**config.mk**
```make
export PLATFORM = sky130hd
export DESIGN_NAME = command_frame_responder
export DESIGN_NICKNAME = d
export VERILOG_FILES = /design/src/hdl/cfr_pkg.sv /design/src/hdl/cfr_front.sv /design/src/hdl/cfr_queue.sv /design/src/hdl/cfr_back.sv /design/src/hdl/command_frame_responder.sv
export SDC_FILE = /design/constraint.sdc
export NUM_CORES = 1
export LEC_CHECK = 0
export BUFFER_PORTS_ARGS = -buffer_cell sky130_fd_sc_hd__clkbuf_2
export CORE_ASPECT_RATIO = 0.75
export CORE_MARGIN = 1.5
export CORE_UTILIZATION = 60
export DETAILED_ROUTE_END_ITERATION = 7
export GPL_TIMING_DRIVEN = 0
export PLACE_DENSITY = 0.78
export SLEW_MARGIN = 10
export SYNTH_ARGS = -nofsm -noshare
export SYNTH_HDL_FRONTEND = slang
export SYNTH_SLANG_ARGS = --single-unit
```
**constraint.sdc**
```tcl
create_clock -name clock -period 20.1 [get_ports clock]
set_input_delay 1.005 -clock clock [delete_from_list [all_inputs] [get_ports clock]]
set_output_delay 1.005 -clock clock [all_outputs]
set_load 0.02 [all_outputs]
```
**src/hdl/cfr_pkg.sv**
```systemverilog
// shared types and constants of the command frame responder
package cfr_pkg;

   localparam int FRAME_BYTES = 8;
   localparam int DIGITS      = 7;
   localparam int CNT_W       = $clog2(FRAME_BYTES);
   localparam int DIGITS_W    = 4 * DIGITS;

   // result beats per answered frame
   localparam int REPLY_ITEMS = FRAME_BYTES;
   localparam int FWD_ITEMS   = 2 * FRAME_BYTES;
   localparam int IDX_W       = $clog2(FWD_ITEMS);

   // depth of the queue between front and back
   localparam int QUEUE_DEPTH = 2;
   localparam int QPTR_W      = $clog2(QUEUE_DEPTH);
   localparam int QCNT_W      = $clog2(QUEUE_DEPTH + 1);

   // characters
   localparam logic [7:0] CHAR_A    = 8'h41;
   localparam logic [7:0] CHAR_B    = 8'h42;
   localparam logic [7:0] CHAR_R    = 8'h72;
   localparam logic [7:0] CHAR_X    = 8'h58;
   localparam logic [7:0] CHAR_Y    = 8'h59;
   localparam logic [7:0] CHAR_ZERO = 8'h30;
   localparam logic [7:0] CHAR_ONE  = 8'h31;
   localparam logic [7:0] CHAR_TWO  = 8'h32;
   localparam logic [7:0] CHAR_SIX  = 8'h36;
   localparam logic [7:0] CHAR_NINE = 8'h39;

   // destination codes
   localparam logic [1:0] DEST_HOST = 2'd0;
   localparam logic [1:0] DEST_X    = 2'd1;
   localparam logic [1:0] DEST_Y    = 2'd2;

   // job kinds
   localparam logic [1:0] KIND_REPLY = 2'd0;
   localparam logic [1:0] KIND_X     = 2'd1;
   localparam logic [1:0] KIND_Y     = 2'd2;

   typedef logic [FRAME_BYTES-1:0][7:0] frame_type;

   // one classified frame waiting to be answered
   typedef struct packed {
      logic [1:0]          kind;
      frame_type           frame;
      logic [DIGITS_W-1:0] x_digits;
      logic [DIGITS_W-1:0] y_digits;
      logic                session_open;
   } job_type;

endpackage

```
**src/hdl/cfr_front.sv**
```systemverilog
// front part: gathers bytes into frames, classifies them and updates session and digits
module cfr_front (
   input  logic            clock,
   input  logic            reset,
   input  logic            req_valid,
   input  logic [7:0]      req_rx_byte,
   output logic            req_stall,
   input  logic            q_full,
   output logic            push,
   output cfr_pkg::job_type push_job
);
   import cfr_pkg::*;

   logic [CNT_W-1:0]    byte_count_ff, byte_count_in;
   frame_type           frame_ff;
   logic                session_ff, session_in;
   logic [DIGITS_W-1:0] x_digits_ff, x_digits_in;
   logic [DIGITS_W-1:0] y_digits_ff, y_digits_in;

   logic                accept;
   logic                frame_done;
   frame_type           full_frame;
   logic                a_frame;
   logic                cmd_one, cmd_two;
   logic                is_x, is_y;
   logic [DIGITS_W-1:0] new_digits;
   logic [DIGITS_W-1:0] old_digits;
   logic                emit;
   logic [1:0]          kind;

   // hold the last byte of a frame while the queue is full
   assign req_stall  = q_full && (byte_count_ff == CNT_W'(FRAME_BYTES - 1));
   assign accept     = req_valid && !req_stall;
   assign frame_done = accept && (byte_count_ff == CNT_W'(FRAME_BYTES - 1));

   // complete frame with the incoming beat as its last byte
   always_comb begin
      full_frame = frame_ff;
      full_frame[FRAME_BYTES-1] = req_rx_byte;
   end

   // match of the A00nrr00 template
   always_comb begin
      a_frame = (full_frame[0] == CHAR_A) && (full_frame[1] == CHAR_ZERO) &&
                (full_frame[2] == CHAR_ZERO) && (full_frame[4] == CHAR_R) &&
                (full_frame[5] == CHAR_R) && (full_frame[6] == CHAR_ZERO) &&
                (full_frame[7] == CHAR_ZERO) &&
                (full_frame[3] inside {[CHAR_ONE:CHAR_SIX]});
      cmd_one = a_frame && (full_frame[3] == CHAR_ONE);
      cmd_two = a_frame && (full_frame[3] == CHAR_TWO);
      is_x    = full_frame[0] == CHAR_X;
      is_y    = full_frame[0] == CHAR_Y;
   end

   // digit update: decimal bytes overwrite, others keep the old digit
   always_comb begin
      old_digits = is_x ? x_digits_ff : y_digits_ff;
      new_digits = old_digits;
      for (int k = 0; k < DIGITS; k++) begin
         if (full_frame[k+1] inside {[CHAR_ZERO:CHAR_NINE]}) begin
            new_digits[DIGITS_W-1-4*k -: 4] = full_frame[k+1][3:0];
         end
      end
   end

   // session rules and job kind
   always_comb begin
      session_in  = session_ff;
      x_digits_in = x_digits_ff;
      y_digits_in = y_digits_ff;
      emit        = 1'b0;
      kind        = KIND_REPLY;
      if (frame_done) begin
         if (!session_ff) begin
            if (cmd_one) begin
               session_in = 1'b1;
               emit       = 1'b1;
            end
         end else if (a_frame) begin
            emit = 1'b1;
            if (cmd_two) begin
               session_in = 1'b0;
            end
         end else if (is_x) begin
            emit        = 1'b1;
            kind        = KIND_X;
            x_digits_in = new_digits;
         end else if (is_y) begin
            emit        = 1'b1;
            kind        = KIND_Y;
            y_digits_in = new_digits;
         end
      end
   end

   assign byte_count_in = accept ? byte_count_ff + CNT_W'(1) : byte_count_ff;

   // job toward the back part
   assign push                  = emit;
   assign push_job.kind         = kind;
   assign push_job.frame        = full_frame;
   assign push_job.x_digits     = x_digits_in;
   assign push_job.y_digits     = y_digits_in;
   assign push_job.session_open = session_in;

   // control state
   always_ff @(posedge clock) begin
      if (reset) begin
         byte_count_ff <= '0;
         session_ff    <= 1'b0;
         x_digits_ff   <= '0;
         y_digits_ff   <= '0;
      end else begin
         byte_count_ff <= byte_count_in;
         session_ff    <= session_in;
         x_digits_ff   <= x_digits_in;
         y_digits_ff   <= y_digits_in;
      end
   end

   // frame store
   always_ff @(posedge clock) begin
      if (accept) begin
         frame_ff[byte_count_ff] <= req_rx_byte;
      end
   end

endmodule

```
**src/hdl/cfr_queue.sv**
```systemverilog
// short job queue between the front and back parts
module cfr_queue (
   input  logic             clock,
   input  logic             reset,
   input  logic             push,
   input  cfr_pkg::job_type push_job,
   output logic             full,
   input  logic             pop,
   output logic             head_valid,
   output cfr_pkg::job_type head_job
);
   import cfr_pkg::*;

   job_type           entry_ff [QUEUE_DEPTH];
   logic [QPTR_W-1:0] wr_ptr_ff, wr_ptr_in;
   logic [QPTR_W-1:0] rd_ptr_ff, rd_ptr_in;
   logic [QCNT_W-1:0] count_ff, count_in;
   logic              do_pop;

   assign full       = count_ff == QCNT_W'(QUEUE_DEPTH);
   assign head_valid = count_ff != '0;
   assign head_job   = entry_ff[rd_ptr_ff];
   assign do_pop     = pop && head_valid;

   // pointer and fill count update
   always_comb begin
      wr_ptr_in = wr_ptr_ff;
      rd_ptr_in = rd_ptr_ff;
      count_in  = count_ff;
      if (push) begin
         wr_ptr_in = (wr_ptr_ff == QPTR_W'(QUEUE_DEPTH - 1)) ? '0 : wr_ptr_ff + QPTR_W'(1);
      end
      if (do_pop) begin
         rd_ptr_in = (rd_ptr_ff == QPTR_W'(QUEUE_DEPTH - 1)) ? '0 : rd_ptr_ff + QPTR_W'(1);
      end
      if (push && !do_pop) begin
         count_in = count_ff + QCNT_W'(1);
      end else if (do_pop && !push) begin
         count_in = count_ff - QCNT_W'(1);
      end
   end

   always_ff @(posedge clock) begin
      if (reset) begin
         wr_ptr_ff <= '0;
         rd_ptr_ff <= '0;
         count_ff  <= '0;
      end else begin
         wr_ptr_ff <= wr_ptr_in;
         rd_ptr_ff <= rd_ptr_in;
         count_ff  <= count_in;
      end
   end

   // job storage
   always_ff @(posedge clock) begin
      if (push) begin
         entry_ff[wr_ptr_ff] <= push_job;
      end
   end

`ifndef ASSERT_OFF
   // the front never writes into a full queue
   a_no_overflow: assert property (@(posedge clock) disable iff (reset)
      !(push && full))
      else $error("job pushed into full queue");

   // fill count stays within depth
   a_count_range: assert property (@(posedge clock) disable iff (reset)
      count_ff <= QCNT_W'(QUEUE_DEPTH))
      else $error("queue count out of range");
`endif

endmodule

```
**src/hdl/cfr_back.sv**
```systemverilog
// back part: walks the head job and sends its result beats through an output register
module cfr_back (
   input  logic             clock,
   input  logic             reset,
   input  logic             head_valid,
   input  cfr_pkg::job_type head_job,
   output logic             pop,
   output logic             rsp_valid,
   input  logic             rsp_stall,
   output logic [1:0]       rsp_dest,
   output logic [7:0]       rsp_out_byte,
   output logic             rsp_last,
   output logic [27:0]      rsp_x_digits,
   output logic [27:0]      rsp_y_digits,
   output logic             rsp_session_open
);
   import cfr_pkg::*;

   logic [IDX_W-1:0]    idx_ff, idx_in;
   logic                valid_ff, valid_in;
   logic [1:0]          dest_ff;
   logic [7:0]          byte_ff;
   logic                last_ff;
   logic [DIGITS_W-1:0] x_ff, y_ff;
   logic                sess_ff;

   logic                load;
   logic [1:0]          item_dest;
   logic [7:0]          item_byte;
   logic                item_last;
   logic [7:0]          frame_byte;

   // refill the output register when it is empty or being taken
   assign load       = head_valid && (!valid_ff || !rsp_stall);
   assign frame_byte = head_job.frame[idx_ff[CNT_W-1:0]];

   // result beat at the current index of the head job
   always_comb begin
      item_dest = DEST_HOST;
      item_byte = frame_byte;
      item_last = 1'b0;
      case (head_job.kind)
         KIND_REPLY: begin
            item_last = idx_ff == IDX_W'(REPLY_ITEMS - 1);
            if (idx_ff == '0) begin
               item_byte = CHAR_B;
            end else if (idx_ff > IDX_W'(5)) begin
               item_byte = CHAR_ONE;
            end
         end
         KIND_X, KIND_Y: begin
            item_last = idx_ff == IDX_W'(FWD_ITEMS - 1);
            if (idx_ff < IDX_W'(FRAME_BYTES)) begin
               item_dest = (head_job.kind == KIND_X) ? DEST_X : DEST_Y;
            end else if (idx_ff == IDX_W'(FRAME_BYTES)) begin
               item_byte = CHAR_B;
            end
         end
         default: begin
            item_last = 1'b1;
         end
      endcase
   end

   assign pop = load && item_last;

   // index and output valid
   always_comb begin
      idx_in   = idx_ff;
      valid_in = valid_ff;
      if (load) begin
         valid_in = 1'b1;
         idx_in   = item_last ? '0 : idx_ff + IDX_W'(1);
      end else if (!rsp_stall) begin
         valid_in = 1'b0;
      end
   end

   always_ff @(posedge clock) begin
      if (reset) begin
         idx_ff   <= '0;
         valid_ff <= 1'b0;
      end else begin
         idx_ff   <= idx_in;
         valid_ff <= valid_in;
      end
   end

   // output payload register
   always_ff @(posedge clock) begin
      if (load) begin
         dest_ff <= item_dest;
         byte_ff <= item_byte;
         last_ff <= item_last;
         x_ff    <= head_job.x_digits;
         y_ff    <= head_job.y_digits;
         sess_ff <= head_job.session_open;
      end
   end

   assign rsp_valid        = valid_ff;
   assign rsp_dest         = dest_ff;
   assign rsp_out_byte     = byte_ff;
   assign rsp_last         = last_ff;
   assign rsp_x_digits     = x_ff;
   assign rsp_y_digits     = y_ff;
   assign rsp_session_open = sess_ff;

`ifndef ASSERT_OFF
   // the final beat of a frame is always a host reply byte
   a_last_to_host: assert property (@(posedge clock) disable iff (reset)
      valid_ff && last_ff |-> dest_ff == DEST_HOST)
      else $error("last beat not addressed to host");

   // a job is popped only on its final beat
   a_pop_on_last: assert property (@(posedge clock) disable iff (reset)
      pop |=> valid_ff && last_ff && idx_ff == '0)
      else $error("job popped before its last beat");
`endif

endmodule

```
**src/hdl/command_frame_responder.sv**
```systemverilog
// top level of the command frame responder
//
// Input channel req_: one host byte per beat on req_rx_byte. Bytes are
// gathered into 8-byte frames; only the eighth byte of a frame can cause
// results. Result channel rsp_: one transmitted byte per beat with its link
// (rsp_dest), rsp_last on the final beat of a frame, and the X/Y digits and
// session flag as they stand after that frame.
// The job of a frame is queued at the edge that accepts its eighth byte,
// and its beats leave through the output register. An answered frame
// gives 8 beats (A command reply) or 16 beats (X/Y forward and echo), one
// beat per cycle while rsp_stall is low. Input bytes are taken one per
// cycle while req_stall is low; the pace is set by the result channel
// draining a frame's beats, so X/Y frames are paced by their result beats.
// A two-entry job queue parts the front from the back; when it is full the
// eighth byte of the next frame is stalled, while the first seven still flow.
// A stall on rsp_ holds the output beat unchanged and backs up into the queue.
// Reset clears the byte count, closes the session and zeroes all digits.
module command_frame_responder (
   input  logic        clock,
   input  logic        reset,
   input  logic        req_valid,
   output logic        req_stall,
   input  logic [7:0]  req_rx_byte,
   output logic        rsp_valid,
   input  logic        rsp_stall,
   output logic [1:0]  rsp_dest,
   output logic [7:0]  rsp_out_byte,
   output logic        rsp_last,
   output logic [27:0] rsp_x_digits,
   output logic [27:0] rsp_y_digits,
   output logic        rsp_session_open
);
   import cfr_pkg::*;

   logic    q_full;
   logic    push;
   job_type push_job;
   logic    pop;
   logic    head_valid;
   job_type head_job;

   // byte gathering and classification
   cfr_front u_front (
      .clock       (clock),
      .reset       (reset),
      .req_valid   (req_valid),
      .req_rx_byte (req_rx_byte),
      .req_stall   (req_stall),
      .q_full      (q_full),
      .push        (push),
      .push_job    (push_job)
   );

   // classified jobs
   cfr_queue u_queue (
      .clock      (clock),
      .reset      (reset),
      .push       (push),
      .push_job   (push_job),
      .full       (q_full),
      .pop        (pop),
      .head_valid (head_valid),
      .head_job   (head_job)
   );

   // result beat generation
   cfr_back u_back (
      .clock            (clock),
      .reset            (reset),
      .head_valid       (head_valid),
      .head_job         (head_job),
      .pop              (pop),
      .rsp_valid        (rsp_valid),
      .rsp_stall        (rsp_stall),
      .rsp_dest         (rsp_dest),
      .rsp_out_byte     (rsp_out_byte),
      .rsp_last         (rsp_last),
      .rsp_x_digits     (rsp_x_digits),
      .rsp_y_digits     (rsp_y_digits),
      .rsp_session_open (rsp_session_open)
   );

endmodule
```
==> impl_metrics.ini <==
[status]
status = complete, no violations

[detailed_routing]
antenna_left = 0
drt_iter0_drc = 1201
post_drt_wl_per_cell_um = 24.39
vias = 9021
dr.pass1.iters = 6
via_per_inst = 6.209
finalWirelength_um = 35450
drc_errors = 0

[sta]
period_share_pct = 24.68
tns_ns = 0
worst_slew_pin_slew_ns = 1.075
period_minus_slack_ns = 4.960
drv_slew = 0
clock.fmax_mhz = 201.6
setup_viol = 0
hold_viol = 0
setup_ws_ns = 15.14
slew_headroom_pct = 28.09
fin_worst_skew_ns = 0.01946
rsz0062_at_grt = no

[hold_path]
hold_end = u_queue.entry_ff[0][64]$_DFFE_PP_
worstHoldStart = u_front.push_job[64]$_DFFE_PP_
hold_class = reg -> reg
holdPathStages = 0

[clock_tree]
cts.sinks = 440
root_buffer = clkbuf_16
htree_levels = 2
cts-hold-fix-buffers = 0
cts_buffer_depth = 3
clkTransAtPathRegs_ns = 0.06
cts_resized = 0
post_cts.repair.setup_buffers = 0
tritoncts = done
clk_latency_ns = 0.54
cts_buffers = 40

[synth]
syn_area_per_cell_um2 = 17.81
async_reset_ff_share_pct = 0
ys_types = 58
ys_top_cells_by_area = edfxtp_1 67%, dfxtp_1 8.5%, mux4_2 5.4%, mux2_2 3.9%, nor2b_1 2.3%
synth_flop_cell = edfxtp_1
synth-seq-cells = 440
netlist_instances = 931
netlist_area_um2 = 16580
synth_edf_count = 370
syn-num-nets = 954
synth_most_common_cell = edfxtp_1
yosys.area.top_type = edfxtp_1
yosys.area.top_type_share_pct = 67.02
yosysWarnings = 0
synth_commonest_cells = 370 x edfxtp_1, 70 x dfxtp_1, 60 x nor2b_1, 58 x mux2_2, 42 x nand2_1
seq_area_frac_synth_pct = 75.47

[job]
drv_cap = 0

[global_routing]
first_global_vias = 8956
antenna_found_initial = 0
grt_overflow = 0
grt_max_degree = 53
grt_pass1_wl_um = 53150
grt_util_all_layers_pct = 25.15

[setup_path]
cp_common_cell = ha_1
crit_type = reg -> reg
cpPeakStageDelay_ns = 0.67
regToRegSetupSlack_ns = 15.14
cp_data_arrival_time_ns = 5.41
critPathBufInv = 4
crit_chain = buf_2, buf_1, clkbuf_1, buf_1, mux2i_1, ha_1, ha_1, a31o_2, nand2_1, ha_1, or3_1, a21oi_1
critical_path_required_ns = 20.55
cpMaxStageDelayCell = buf_1
start_kind = register
worst-path-max-fanout = 10
crit_family = buffers and inverters
r2r_cells = 12
r2r_end = u_queue.count_ff[1]$_SDFFE_PP0P_
cp-end-kind = register

[die]
die_y_um = 147.0
die_w_um = 194.9
coreArea_um2 = 27070
die_area_um2 = 28650
num_io_pins = 82
start_util_pct = 61.25
row_count = 52

[placed_design]
hpwl_um = 24090
port_buffers = 81
gp_routability_congestion = 0.8881
dp_slack_ns = 15.16

[power_and_ir_drop]
pwr-share-seq_pct = 56.9
p_sw_share_pct = 19.22
p_leak_nw = 5.709
intPower_mw = 1.398
p_comb_share_pct = 0.9
power_frac_clock_pct = 42.3
ir_worst_vdd_mv = 0.05702
finalPower_mw = 1.731
power.switching_mw = 0.3327
power_density_nw_per_um2 = 91.56

[final_layout]
syn_to_final_growth_pct = 14.05
diodes = 0
nets = 1095
drive_above_1_share_pct = 25.32
[state kept, by name, summed over array words and instances (netlist names), 2 cells and up, named ones only]
register and flops:
u_back.idx_ff 4, u_back.rsp_dest 2, u_back.rsp_out_byte 8, u_back.rsp_x_digits 28
u_back.rsp_y_digits 28, u_front.byte_count_ff 3, u_front.push_job 56, u_front.x_digits_ff 28
u_front.y_digits_ff 28, u_queue.count_ff 2, u_queue.entry_ff 246
[cells in the final DEF (no fill, tap or decap), types with 5 or more instances in the layout]
cell type / synthesis / final
nor2_1: 40 / 40
o2bb2ai_1: 10 / 10
and2_1: 9 / 8
buf_2: 7 / 7
nor2b_1: 60 / 60
a21oi_1: 22 / 21
clkbuf_2: 1 / 82
clkbuf_8: 0 / 5
nand2_1: 42 / 42
clkbuf_16: 0 / 42
o32a_1: 8 / 8
a32o_1: 14 / 14
mux2_2: 58 / 58
buf_1: 5 / 5
ha_1: 11 / 11
nand2b_1: 10 / 10
a22oi_1: 10 / 10
edfxtp_1: 370 / 370
o21ai_0: 15 / 15
mux4_2: 40 / 40
clkinv_1: 0 / 6
clkinv_2: 0 / 6
a2bb2oi_1: 18 / 18
clkbuf_1: 18 / 28
dfxtp_1: 70 / 70
buf_4: 3 / 15
o22ai_1: 12 / 12
inv_1: 7 / 7
[layer usage]
metal | track usage (%) | wire length (um) | up-vias
li1 | - | - | 3964
met4 | 6.705 | 764 | 0
met5 | 0 | 0 | -
met2 | 37.00 | 15700 | 489
met3 | 5.831 | 3802 | 68
met1 | 38.35 | 15180 | 4500
[through the flow]
| step | std cells | hold slack, ns | area, um2 | util [%] |
|---|---|---|---|---|
| 6_report | 1453 | 0.4736 | 18910 | 69.86 |
| 2_1_floorplan | 931 | 0.4355 | 16580 | - |
| 3_3_place_gp | 1363 | 0.4518 | 17420 | 64.37 |
| 3_5_place_dp | 1381 | 0.4586 | 17650 | 65.22 |
| 5_1_grt | 1453 | 0.4862 | 18910 | 69.86 |
| 4_1_cts | 1453 | 0.4733 | 18910 | 69.86 |
[area by class of cell]
| class | count | area, um2 |
|---|---|---|
| Sequential cell | 440 | 12510 |
| Fill cell | 1717 | 8158 |
| Multi-Input combinational cell | 448 | 3913 |
| Clock buffer | 57 | 1157 |
| Timing Repair Buffer | 99 | 605.6 |
| Tap cell | 351 | 439.2 |
| Buffer | 34 | 148.9 |
| Clock inverter | 15 | 98.84 |
| Inverter | 9 | 33.78 |
[cells by family (layout without fill, tap and decap cells)]
group           count (synthesis)  count (layout)  synth area share [%]
xor+xnor                        6               6                0.3170
buf+inv                        43             214                 1.102
mux                           102             102                 9.615
compound gates                126             126                 5.645
flops                         440             440                 75.47
fa+ha+maj                      11              11                0.8302
simple gates                  203             203                 7.019
[power by group through the flow]
stage	clock (mW)	sequential, mW	combinational [mW]
2_1_floorplan	0	1.00	0.00620
3_5_place_dp	0	1.00	0.0144
3_3_place_gp	0	1.00	0.0136
5_1_grt	0.775	0.984	0.0157
4_1_cts	0.740	0.985	0.0144
6_report	0.731	0.985	0.0148
[worst max-delay path by stage]
stage,start,endpoint,slack (ns),depth (start not counted)
finish,register,u_queue.count_ff[1]$_SDFFE_PP0P_,15.14,12
global placement,req_rx_byte[7],u_queue.entry_ff[0][48]$_DFFE_PP_,3.87,6
floorplan,req_rx_byte[6],u_queue.entry_ff[0][0]$_DFFE_PP_,9.17,5
global route,register,u_queue.count_ff[1]$_SDFFE_PP0P_,14.81,13
detailed placement,register,u_queue.count_ff[1]$_SDFFE_PP0P_,15.16,12
CTS,register,u_queue.count_ff[1]$_SDFFE_PP0P_,15.07,12
[worst register-to-register path, cell delays in order, from the launching register on]
cell,delay [ns]
dfxtp_1,0.32
buf_2,0.33
buf_1,0.68
clkbuf_1,0.61
buf_1,0.60
mux2i_1,0.37
ha_1,0.34
ha_1,0.29
a31o_2,0.27
nand2_1,0.25
ha_1,0.33
or3_1,0.35
a21oi_1,0.14
Note: power is estimated with default switching activity, not from simulation.
